### config.mk
export PLATFORM = sky130hd
export DESIGN_NAME = tilt_filter_pd_balance_controller_unit
export DESIGN_NICKNAME = d
export VERILOG_FILES = /design/src/rtl/core/tfpd_pkg.sv /design/src/rtl/core/tfpd_cfg.sv /design/src/rtl/core/tfpd_ctrl.sv /design/src/rtl/core/tfpd_dp.sv /design/src/rtl/core/tilt_filter_pd_balance_controller_unit.sv
export SDC_FILE = /design/constraint.sdc
export NUM_CORES = 2
export LEC_CHECK = 0
export BUFFER_PORTS_ARGS = -buffer_cell sky130_fd_sc_hd__buf_2
export CAP_MARGIN = 20
export CORE_ASPECT_RATIO = 2
export CORE_UTILIZATION = 66
export CTS_BUF_LIST = sky130_fd_sc_hd__clkbuf_2
export DETAILED_ROUTE_END_ITERATION = 12
export PLACE_DENSITY = 0.83
export REMOVE_ABC_BUFFERS = 1
export SLEW_MARGIN = 20
export SYNTH_ARGS = -nofsm -noshare
export SYNTH_HDL_FRONTEND = slang
export SYNTH_SLANG_ARGS = --single-unit
### constraint.sdc
create_clock -name clk -period 10.9 [get_ports clk]
set_input_delay 0.545 -clock clk [delete_from_list [all_inputs] [get_ports clk]]
set_output_delay 0.545 -clock clk [all_outputs]
set_load 0.02 [all_outputs]
### src/rtl/core/tfpd_pkg.sv
package tfpd_pkg;

    localparam int RateW   = 20;
    localparam int AccelW  = 17;
    localparam int CfgW    = 16;
    localparam int CfgIdxW = 3;
    localparam int LimW    = 15;
    localparam int SpeedW  = 15;
    localparam int DerivW  = 32;
    localparam int BvW     = 16;

    // shared multiplier: 33 x 17 signed
    localparam int MulAW = 33;
    localparam int MulBW = 17;
    localparam int ProdW = MulAW + MulBW;

    // estimate difference (est - accel) * 2^16 + rate * T
    localparam int DiffW = 39;
    localparam int AccW  = 51;
    localparam int MixW  = 57;

    localparam logic signed [AccelW-1:0] TiltMax = 17'sd46080;
    localparam logic signed [AccelW-1:0] TiltMin = -17'sd46080;

    localparam logic [CfgIdxW-1:0] REG_GYRO_WEIGHT   = 3'd0;
    localparam logic [CfgIdxW-1:0] REG_SAMPLE_PERIOD = 3'd1;
    localparam logic [CfgIdxW-1:0] REG_DAMPING       = 3'd2;
    localparam logic [CfgIdxW-1:0] REG_GAIN_P        = 3'd3;
    localparam logic [CfgIdxW-1:0] REG_GAIN_D        = 3'd4;
    localparam logic [CfgIdxW-1:0] REG_OUTPUT_LIMIT  = 3'd5;
    localparam logic [CfgIdxW-1:0] REG_DEAD_BAND     = 3'd6;

    localparam logic [CfgW-1:0] RstGyroWeight   = 16'd64225;
    localparam logic [CfgW-1:0] RstSamplePeriod = 16'd655;
    localparam logic [CfgW-1:0] RstDamping      = 16'd55706;
    localparam logic [CfgW-1:0] RstGainP        = 16'd1536;
    localparam logic [CfgW-1:0] RstGainD        = 16'd2100;
    localparam logic [LimW-1:0] RstOutputLimit  = 15'd25600;
    localparam logic [LimW-1:0] RstDeadBand     = 15'd38;

    typedef struct packed {
        logic [CfgW-1:0] gyro_weight;
        logic [CfgW-1:0] sample_period;
        logic [CfgW-1:0] damping;
        logic [CfgW-1:0] gain_p;
        logic [CfgW-1:0] gain_d;
        logic [LimW-1:0] output_limit;
        logic [LimW-1:0] dead_band;
    } cfg_t;

    typedef enum logic [2:0] {
        MUL_RATE_T,
        MUL_DL_W,
        MUL_DH_W,
        MUL_ANG_KP,
        MUL_DA_DAMP,
        MUL_D_KD
    } mul_sel_t;

    typedef struct packed {
        mul_sel_t mul_sel;
        logic     load_in;
        logic     load_diff;
        logic     load_acc;
        logic     load_angle;
        logic     load_da;
        logic     load_kp;
        logic     load_d;
        logic     load_bv;
        logic     load_out;
    } dp_cmd_t;

    typedef struct packed {
        logic out_hold;
    } dp_status_t;

endpackage

### src/rtl/core/tfpd_cfg.sv
module tfpd_cfg (
    input  logic                          clk,
    input  logic                          rst_n,
    input  logic                          cfg_we,
    input  logic [tfpd_pkg::CfgIdxW-1:0]  cfg_index,
    input  logic [tfpd_pkg::CfgW-1:0]     cfg_data,
    output tfpd_pkg::cfg_t                cfg
);
    import tfpd_pkg::*;

    cfg_t cfg_reg;
    cfg_t cfg_next;

    always_comb
    begin
        cfg_next = cfg_reg;
        if (cfg_we)
        begin
            unique case (cfg_index)
                REG_GYRO_WEIGHT:   cfg_next.gyro_weight   = cfg_data;
                REG_SAMPLE_PERIOD: cfg_next.sample_period = cfg_data;
                REG_DAMPING:       cfg_next.damping       = cfg_data;
                REG_GAIN_P:        cfg_next.gain_p        = cfg_data;
                REG_GAIN_D:        cfg_next.gain_d        = cfg_data;
                REG_OUTPUT_LIMIT:  cfg_next.output_limit  = cfg_data[LimW-1:0];
                REG_DEAD_BAND:     cfg_next.dead_band     = cfg_data[LimW-1:0];
                default:           cfg_next = cfg_reg;
            endcase
        end
    end

    always_ff @(posedge clk or negedge rst_n)
    begin
        if (!rst_n)
        begin
            cfg_reg.gyro_weight   <= RstGyroWeight;
            cfg_reg.sample_period <= RstSamplePeriod;
            cfg_reg.damping       <= RstDamping;
            cfg_reg.gain_p        <= RstGainP;
            cfg_reg.gain_d        <= RstGainD;
            cfg_reg.output_limit  <= RstOutputLimit;
            cfg_reg.dead_band     <= RstDeadBand;
        end
        else
        begin
            cfg_reg <= cfg_next;
        end
    end

    assign cfg = cfg_reg;

endmodule

### src/rtl/core/tfpd_ctrl.sv
module tfpd_ctrl (
    input  logic                  clk,
    input  logic                  rst_n,
    input  logic                  in_valid,
    output logic                  in_stall,
    input  tfpd_pkg::dp_status_t  status,
    output tfpd_pkg::dp_cmd_t     cmd
);
    import tfpd_pkg::*;

    localparam logic [3:0] S_IDLE = 4'd0;
    localparam logic [3:0] S_M1   = 4'd1;
    localparam logic [3:0] S_DIFF = 4'd2;
    localparam logic [3:0] S_M2   = 4'd3;
    localparam logic [3:0] S_M3   = 4'd4;
    localparam logic [3:0] S_MIX  = 4'd5;
    localparam logic [3:0] S_DSUM = 4'd6;
    localparam logic [3:0] S_M4   = 4'd7;
    localparam logic [3:0] S_DRND = 4'd8;
    localparam logic [3:0] S_M5   = 4'd9;
    localparam logic [3:0] S_BSUM = 4'd10;
    localparam logic [3:0] S_DEC  = 4'd11;

    logic [3:0] state_reg;
    logic [3:0] state_next;

    always_comb
    begin
        state_next = state_reg;
        cmd        = '0;
        cmd.mul_sel = MUL_RATE_T;
        unique case (state_reg)
            S_IDLE:
            begin
                cmd.load_in = in_valid;
                if (in_valid)
                begin
                    state_next = S_M1;
                end
            end
            S_M1:
            begin
                cmd.mul_sel = MUL_RATE_T;
                state_next  = S_DIFF;
            end
            S_DIFF:
            begin
                cmd.load_diff = 1'b1;
                state_next    = S_M2;
            end
            S_M2:
            begin
                cmd.mul_sel = MUL_DL_W;
                state_next  = S_M3;
            end
            S_M3:
            begin
                cmd.mul_sel  = MUL_DH_W;
                cmd.load_acc = 1'b1;
                state_next   = S_MIX;
            end
            S_MIX:
            begin
                cmd.load_angle = 1'b1;
                state_next     = S_DSUM;
            end
            S_DSUM:
            begin
                cmd.mul_sel = MUL_ANG_KP;
                cmd.load_da = 1'b1;
                state_next  = S_M4;
            end
            S_M4:
            begin
                cmd.mul_sel = MUL_DA_DAMP;
                cmd.load_kp = 1'b1;
                state_next  = S_DRND;
            end
            S_DRND:
            begin
                cmd.load_d = 1'b1;
                state_next = S_M5;
            end
            S_M5:
            begin
                cmd.mul_sel = MUL_D_KD;
                state_next  = S_BSUM;
            end
            S_BSUM:
            begin
                cmd.load_bv = 1'b1;
                state_next  = S_DEC;
            end
            S_DEC:
            begin
                // wait here while the previous result is still unclaimed
                if (!status.out_hold)
                begin
                    cmd.load_out = 1'b1;
                    state_next   = S_IDLE;
                end
            end
            default:
            begin
                state_next = S_IDLE;
            end
        endcase
    end

    always_ff @(posedge clk or negedge rst_n)
    begin
        if (!rst_n)
        begin
            state_reg <= S_IDLE;
        end
        else
        begin
            state_reg <= state_next;
        end
    end

    assign in_stall = (state_reg != S_IDLE);

    a_accept_starts: assert property (@(posedge clk) disable iff (!rst_n)
        (in_valid && !in_stall) |=> (state_reg == S_M1))
        else $error("accepted beat did not start the sequence");

    a_dec_holds: assert property (@(posedge clk) disable iff (!rst_n)
        (state_reg == S_DEC && status.out_hold) |=> (state_reg == S_DEC))
        else $error("left decision state while output held");

endmodule

### src/rtl/core/tfpd_dp.sv
module tfpd_dp (
    input  logic                               clk,
    input  logic                               rst_n,
    input  tfpd_pkg::cfg_t                     cfg,
    input  tfpd_pkg::dp_cmd_t                  cmd,
    output tfpd_pkg::dp_status_t               status,
    input  logic signed [tfpd_pkg::RateW-1:0]  tilt_rate,
    input  logic signed [tfpd_pkg::AccelW-1:0] accel_tilt,
    input  logic                               drive_enabled,
    input  logic                               out_stall,
    output logic                               out_valid,
    output logic [tfpd_pkg::SpeedW-1:0]        motor_speed,
    output logic                               motor_reverse,
    output logic                               motor_run,
    output logic signed [tfpd_pkg::AccelW-1:0] filtered_tilt
);
    import tfpd_pkg::*;

    localparam logic signed [DerivW-1:0] DMax = 32'sh7FFF_FFFF;
    localparam logic signed [DerivW-1:0] DMin = 32'sh8000_0000;

    logic signed [RateW-1:0]   rate_reg;
    logic signed [AccelW-1:0]  accel_reg;
    logic                      drive_reg;
    logic signed [ProdW-1:0]   prod_reg;
    logic signed [DiffW-1:0]   diff_reg;
    logic signed [AccW-1:0]    acc_reg;
    logic signed [AccelW-1:0]  est_reg;
    logic signed [MulAW-1:0]   da_reg;
    logic signed [AccelW+MulBW-1:0] kp_reg;
    logic signed [DerivW-1:0]  deriv_reg;
    logic signed [BvW-1:0]     bv_reg;

    logic                      out_valid_reg;
    logic [SpeedW-1:0]         speed_reg;
    logic                      rev_reg;
    logic                      run_reg;
    logic signed [AccelW-1:0]  tilt_out_reg;

    logic signed [MulAW-1:0]   mul_a;
    logic signed [MulBW-1:0]   mul_b;
    logic signed [ProdW-1:0]   prod_next;
    logic signed [DiffW-1:0]   diff_next;
    logic signed [AccW-1:0]    acc_next;
    logic signed [MixW-1:0]    mix;
    logic signed [MixW-33:0]   angle_raw;
    logic signed [AccelW-1:0]  est_next;
    logic signed [MulAW-1:0]   da_next;
    logic signed [ProdW-1:0]   d_rnd;
    logic signed [ProdW-17:0]  d_raw;
    logic signed [DerivW-1:0]  d_next;
    logic signed [ProdW-1:0]   bsum;
    logic signed [ProdW-9:0]   bv_raw;
    logic signed [BvW-1:0]     lim_s;
    logic signed [BvW-1:0]     db_s;
    logic signed [BvW-1:0]     bv_next;
    logic                      fwd;
    logic                      rev;
    logic                      corr;
    logic signed [BvW-1:0]     bv_adj;
    logic signed [BvW-1:0]     bv_fin;
    logic signed [BvW-1:0]     bv_neg;
    logic signed [DerivW-1:0]  d_adj;
    logic signed [DerivW-1:0]  d_quart;
    logic [SpeedW-1:0]         speed_next;

    // shared multiplier operand select
    always_comb
    begin
        unique case (cmd.mul_sel)
            MUL_RATE_T:
            begin
                mul_a = MulAW'(rate_reg);
                mul_b = MulBW'(cfg.sample_period);
            end
            MUL_DL_W:
            begin
                mul_a = MulAW'(diff_reg[15:0]);
                mul_b = MulBW'(cfg.gyro_weight);
            end
            MUL_DH_W:
            begin
                mul_a = MulAW'($signed(diff_reg[DiffW-1:16]));
                mul_b = MulBW'(cfg.gyro_weight);
            end
            MUL_ANG_KP:
            begin
                mul_a = MulAW'(est_reg);
                mul_b = MulBW'(cfg.gain_p);
            end
            MUL_DA_DAMP:
            begin
                mul_a = da_reg;
                mul_b = MulBW'(cfg.damping);
            end
            MUL_D_KD:
            begin
                mul_a = MulAW'(deriv_reg);
                mul_b = MulBW'(cfg.gain_d);
            end
            default:
            begin
                mul_a = '0;
                mul_b = '0;
            end
        endcase
    end

    assign prod_next = mul_a * mul_b;

    // (est - accel) * 2^16 + rate * T; mix = w * diff + accel * 2^32
    assign diff_next = DiffW'($signed({est_reg, 16'h0000}))
                     + $signed(prod_reg[DiffW-1:0])
                     - DiffW'($signed({accel_reg, 16'h0000}));

    // w * low half, accel term and rounding bias folded in ahead of the high half
    assign acc_next = AccW'($signed({accel_reg, 32'h0000_0000}))
                    + AccW'(prod_reg[31:0])
                    + AccW'(33'h0_8000_0000);

    assign mix       = $signed({prod_reg[MixW-17:0], 16'h0000}) + MixW'(acc_reg);
    assign angle_raw = $signed(mix[MixW-1:32]);

    always_comb
    begin
        priority if (angle_raw > TiltMax)
        begin
            est_next = TiltMax;
        end
        else if (angle_raw < TiltMin)
        begin
            est_next = TiltMin;
        end
        else
        begin
            est_next = angle_raw[AccelW-1:0];
        end
    end

    assign da_next = MulAW'(deriv_reg) + MulAW'(est_reg);

    assign d_rnd = prod_reg + ProdW'(32768);
    assign d_raw = $signed(d_rnd[ProdW-1:16]);

    always_comb
    begin
        priority if (d_raw > DMax)
        begin
            d_next = DMax;
        end
        else if (d_raw < DMin)
        begin
            d_next = DMin;
        end
        else
        begin
            d_next = d_raw[DerivW-1:0];
        end
    end

    assign bsum   = ProdW'(kp_reg) + prod_reg + ProdW'(128);
    assign bv_raw = $signed(bsum[ProdW-1:8]);
    assign lim_s  = $signed({1'b0, cfg.output_limit});
    assign db_s   = $signed({1'b0, cfg.dead_band});

    always_comb
    begin
        priority if (bv_raw > lim_s)
        begin
            bv_next = lim_s;
        end
        else if (bv_raw < -lim_s)
        begin
            bv_next = -lim_s;
        end
        else
        begin
            bv_next = bv_raw[BvW-1:0];
        end
    end

    // decision: dead band, direction and correction (divides truncate toward zero)
    assign fwd  = (bv_reg >= db_s);
    assign rev  = !fwd && (bv_reg <= -db_s) && drive_reg;
    assign corr = (fwd && (est_reg < 0) && drive_reg) || (rev && (est_reg > 0));

    assign bv_adj  = bv_reg + {{(BvW-1){1'b0}}, bv_reg[BvW-1]};
    assign bv_fin  = corr ? (bv_adj >>> 1) : bv_reg;
    assign bv_neg  = -bv_fin;
    assign d_adj   = deriv_reg + {{(DerivW-2){1'b0}}, {2{deriv_reg[DerivW-1]}}};
    assign d_quart = d_adj >>> 2;

    always_comb
    begin
        priority if (fwd)
        begin
            speed_next = bv_fin[SpeedW-1:0];
        end
        else if (rev)
        begin
            speed_next = bv_neg[SpeedW-1:0];
        end
        else
        begin
            speed_next = '0;
        end
    end

    always_ff @(posedge clk)
    begin
        prod_reg <= prod_next;
        if (cmd.load_in)
        begin
            rate_reg  <= tilt_rate;
            accel_reg <= accel_tilt;
            drive_reg <= drive_enabled;
        end
        if (cmd.load_diff)
        begin
            diff_reg <= diff_next;
        end
        if (cmd.load_acc)
        begin
            acc_reg <= acc_next;
        end
        if (cmd.load_da)
        begin
            da_reg <= da_next;
        end
        if (cmd.load_kp)
        begin
            kp_reg <= prod_reg[AccelW+MulBW-1:0];
        end
        if (cmd.load_bv)
        begin
            bv_reg <= bv_next;
        end
    end

    always_ff @(posedge clk or negedge rst_n)
    begin
        if (!rst_n)
        begin
            est_reg       <= '0;
            deriv_reg     <= '0;
            out_valid_reg <= 1'b0;
            speed_reg     <= '0;
            rev_reg       <= 1'b0;
            run_reg       <= 1'b0;
            tilt_out_reg  <= '0;
        end
        else
        begin
            if (cmd.load_angle)
            begin
                est_reg <= est_next;
            end
            if (cmd.load_d)
            begin
                deriv_reg <= d_next;
            end
            else if (cmd.load_out && corr)
            begin
                deriv_reg <= d_quart;
            end
            if (cmd.load_out)
            begin
                out_valid_reg <= 1'b1;
                speed_reg     <= speed_next;
                rev_reg       <= rev;
                run_reg       <= fwd || rev;
                tilt_out_reg  <= est_reg;
            end
            else if (!out_stall)
            begin
                out_valid_reg <= 1'b0;
            end
        end
    end

    assign status.out_hold = out_valid_reg && out_stall;
    assign out_valid       = out_valid_reg;
    assign motor_speed     = speed_reg;
    assign motor_reverse   = rev_reg;
    assign motor_run       = run_reg;
    assign filtered_tilt   = tilt_out_reg;

    a_est_range: assert property (@(posedge clk) disable iff (!rst_n)
        (est_reg <= TiltMax) && (est_reg >= TiltMin))
        else $error("tilt estimate out of range");

    a_stop_quiet: assert property (@(posedge clk) disable iff (!rst_n)
        !run_reg |-> ((speed_reg == '0) && !rev_reg))
        else $error("stopped motors with speed or reverse set");

    a_no_overwrite: assert property (@(posedge clk) disable iff (!rst_n)
        (out_valid && out_stall) |-> !cmd.load_out)
        else $error("pending result overwritten");

endmodule

### src/rtl/core/tilt_filter_pd_balance_controller_unit.sv
// A result beat is offered when the sequence for its accepted input beat ends.
// A new input beat is taken only after the previous one has gone through six
// products on the single shared 33x17 multiplier; the last step waits while the
// old result is unclaimed. A finished result sits in the output register while
// the next item is taken. Reset (rst_n low, asynchronous) restores register
// defaults and zeroes the tilt estimate and the derivative accumulator.
module tilt_filter_pd_balance_controller_unit (
    input  logic                               clk,
    input  logic                               rst_n,
    input  logic                               cfg_we,
    input  logic [tfpd_pkg::CfgIdxW-1:0]       cfg_index,
    input  logic [tfpd_pkg::CfgW-1:0]          cfg_data,
    input  logic                               in_valid,
    output logic                               in_stall,
    input  logic signed [tfpd_pkg::RateW-1:0]  tilt_rate,
    input  logic signed [tfpd_pkg::AccelW-1:0] accel_tilt,
    input  logic                               drive_enabled,
    output logic                               out_valid,
    input  logic                               out_stall,
    output logic [tfpd_pkg::SpeedW-1:0]        motor_speed,
    output logic                               motor_reverse,
    output logic                               motor_run,
    output logic signed [tfpd_pkg::AccelW-1:0] filtered_tilt
);
    import tfpd_pkg::*;

    cfg_t       cfg;
    dp_cmd_t    cmd;
    dp_status_t status;

    tfpd_cfg u_cfg (
        .clk       (clk),
        .rst_n     (rst_n),
        .cfg_we    (cfg_we),
        .cfg_index (cfg_index),
        .cfg_data  (cfg_data),
        .cfg       (cfg)
    );

    tfpd_ctrl u_ctrl (
        .clk      (clk),
        .rst_n    (rst_n),
        .in_valid (in_valid),
        .in_stall (in_stall),
        .status   (status),
        .cmd      (cmd)
    );

    tfpd_dp u_dp (
        .clk           (clk),
        .rst_n         (rst_n),
        .cfg           (cfg),
        .cmd           (cmd),
        .status        (status),
        .tilt_rate     (tilt_rate),
        .accel_tilt    (accel_tilt),
        .drive_enabled (drive_enabled),
        .out_stall     (out_stall),
        .out_valid     (out_valid),
        .motor_speed   (motor_speed),
        .motor_reverse (motor_reverse),
        .motor_run     (motor_run),
        .filtered_tilt (filtered_tilt)
    );

endmodule

==> results.py <==
metrics = {
    "run_status": {
        "outcome": "completed",
    },
    "yosys": {
        "synth_flop_cell": "edfxtp_1",
        "synth_top_family_by_area": "adder cells",
        "synth_compound_area_share_pct": 14.1,
        "synth-async-reset-ratio_pct": 44.7,
        "synth_fa_ha_area_share_pct": 31.9,
        "ys_ff_latch": 443,
        "ys_types": 122,
        "yosysSeqAreaShare_pct": 24.0,
        "synth_edf_count": 195,
        "yosysWarningCount": 0,
        "synth-simple-area-share_pct": 14.1,
        "synthMuxAreaShare_pct": 3.26,
        "avgSynthCellArea_sq_um": 9.32,
        "syn_inst": 5298,
        "synth_xor_area_share_pct": 4.88,
        "syn_area_sq_um": 49400,
    },
    "cells_and_area": {
        "largest_reg_flops": 110,
        "drive_gt1_share_pct": 11.0,
        "final_nets": 6499,
        "syn_to_final_growth_pct": 7.57,
        "finalInstanceArea_sq_um": 53100,
    },
    "setup_path": {
        "worstSetupPathType": "register to register",
        "critical_path_buf_inv_count": 6,
        "cp_common_cell": "fa_1",
        "reg2reg_from": "u_ctrl.state_reg[3]",
        "cpPeakStageDelay_ns": 0.99,
        "crit_start": "u_ctrl.state_reg[3]",
        "startpoint_type": "register",
        "critPathArrivalTime_ns": 11.30,
        "cp_top_family": "compound AO/OA/AOI/OAI gates",
        "crit_path_top_delay_cell": "a21oi_1",
        "reg2reg_depth": 31,
        "end_kind": "register",
        "worstPathRequired_ns": 12.10,
        "path_max_fanout": 55,
        "timing.reg2reg.setup_slack_ns": 0.80,
        "timing.rr.end": "u_dp.prod_reg[48]",
    },
    "floorplanning": {
        "die_w_um": 195,
        "num_rows": 141,
        "dieArea_sq_um": 76000,
        "start_util_pct": 66.8,
        "coreArea_sq_um": 73900,
        "io_pins": 98,
        "die_h_um": 389,
    },
    "sta": {
        "finalCriticalPeriod_ns": 10.10,
        "slew_headroom_pct": 18.5,
        "tns_ns": 0,
        "setup_ws_ns": 0.802,
        "whs_ns": 0.123,
        "finalHoldViolCount": 0,
        "fmaxAchievable_ghz": 0.0990,
        "period_share_pct": 92.6,
        "setup_viol": 0,
        "rsz0062_at_grt": "false",
        "clock-skew-final_ns": 0.179,
        "worst_slew_pin_slew_ns": 1.22,
        "drv_slew": 0,
    },
    "clocking": {
        "cts_made_buffers": 101,
        "postCtsSetupRepairBufs": 0,
        "cts_tree": "yes",
        "htree_levels": 3,
        "clock-sinks": 443,
        "path_clk_slew_ns": 0.14,
        "clock_path_buffers": 3,
        "clock_latency_ns": 1.48,
        "clockRootBuffer": "clkbuf_2",
    },
    "placement": {
        "dpl.hpwl_mm": 131,
        "dpl_cell_area_sq_um": 50900,
        "gp_congestion": 1.06,
        "dp_slack_ns": 1.20,
        "io_buffer_count": 97,
    },
    "route": {
        "ant_nets": 0,
        "routedLengthMet1_mm": 49.2,
        "routed-wl-met3_mm": 16.5,
        "via_per_inst": 6.63,
        "drt_iter0_drc": 3885,
        "via_count": 43261,
        "wl_mm": 174,
        "wl_per_cell_um": 26.7,
        "drt_pass1_iterations": 8,
        "top_layer": "met5",
        "drcViolationCount": 0,
        "route.met2.wl_mm": 83.2,
    },
    "hold_path": {
        "min_from": "cfg_data[6]",
        "worstHoldPathCells": 3,
        "hold_path_end": "u_cfg.cfg[6]",
        "min_path_type": "primary input to register",
    },
    "grt": {
        "grt_pass1_wl_mm": 263,
        "antenna_found_initial": 11,
        "grt_pass1_vias": 46215,
        "grt_overflow_total": 0,
        "grt_max_degree": 76,
        "grtUsageTotal_pct": 47.1,
    },
    "flow_run": {
        "timing.max_cap.violations": 0,
    },
}
-- cells in the mapped netlist (all sizes together) (79+ instances only) --
| cell type | n | area share, % |
|---|---|---|
| inv | 802 | 6.1 |
| a21o | 135 | 2.1 |
| edfxtp | 195 | 12 |
| fa | 526 | 21 |
| mux2 | 114 | 2.6 |
| o21ai | 209 | 2.1 |
| a21oi | 235 | 2.4 |
| nand3 | 86 | 0.91 |
| nand2 | 616 | 4.7 |
| nor2 | 386 | 2.9 |
| ha | 417 | 11 |
| xnor2 | 196 | 3.5 |
| xor2 | 79 | 1.4 |
| clkbuf | 164 | 1.3 |
| dfrtp | 161 | 8.2 |
-- cell type report --
| cell class | count | area [sq um] |
|---|---|---|
| clock inverter | 46 | 303 |
| timing repair buffer | 285 | 2210 |
| multi-input combinational | 3861 | 33800 |
| tap | 929 | 1160 |
| clock buffer | 146 | 731 |
| sequential | 443 | 11900 |
| inverter | 802 | 3010 |
| antenna | 12 | 30.0 |
| fill | 5528 | 20800 |
-- cells in the final DEF, fill, tap and decap left out, types with 96 or more instances in the layout --
cell type / instances
buf_2: 96
xnor2_1: 196
dlygate4sd3_1: 114
o21ai_0: 201
a21oi_1: 226
dfrtp_1: 161
fa_1: 526
ha_1: 417
a21o_1: 135
inv_1: 802
nand2_1: 614
mux2_2: 113
nor2_1: 380
clkbuf_2: 147
edfxtp_1: 195
-- per-layer routing --
layer / GRT usage (%) / vias to the layer above
met4: 54.5 / 4
met2: 78.3 / 2794
met3: 13.8 / 1390
li1: - / 18336
met5: 0 / -
met1: 42.8 / 20737
-- logic make-up (layout without fill, tap and decap cells) --
family | Yosys count | in the layout
mux | 145 | 145
buf+inv | 994 | 1279
simple gates | 1496 | 1496
fa+ha+maj | 943 | 943
xor+xnor | 275 | 275
other cells | 0 | 12
flops | 443 | 443
compound gates | 1002 | 1002
-- worst max-delay path by stage --
stage,end,slack [ns],depth (start not counted)
final,u_dp.prod_reg[48],0.80,31
after global routing,u_dp.prod_reg[48],0.43,29
after CTS,u_dp.prod_reg[48],1.05,29
after detailed placement,u_dp.prod_reg[48],1.20,29
after global placement,u_dp.prod_reg[48],1.36,29
after floorplan,u_dp.prod_reg[47],-0.40,27
-- worst reg2reg max path: cells and delay by family (launching register included) --
family | cells | cell delay [ns]
xor gates and xnor gates | 1 | 0.12
AOI/OAI and AO/OA | 12 | 3.95
DFF | 1 | 0.61
buffers and inverters | 6 | 0.83
and+or+nand+nor | 5 | 1.21
adders and majority gates | 7 | 3.19
-- metrics by stage --
| stage | std cells | util (%) |
|---|---|---|
| finish | 6524 | 71.9 |
| floorplan | 5106 | - |
| detailed placement | 6203 | 68.8 |
| global route | 6518 | 71.9 |
| CTS | 6510 | 71.8 |
| global placement | 6203 | 68.8 |
-- timing repair --
item / 4_1_cts / 5_1_grt
hold endpoints to repair: 289 / 0
hold buffers: 115 / 0
resized for setup: 0 / 0
Power is not shown: default switching activity piles up to over one toggle a cycle in this logic, so the estimate is an artifact.
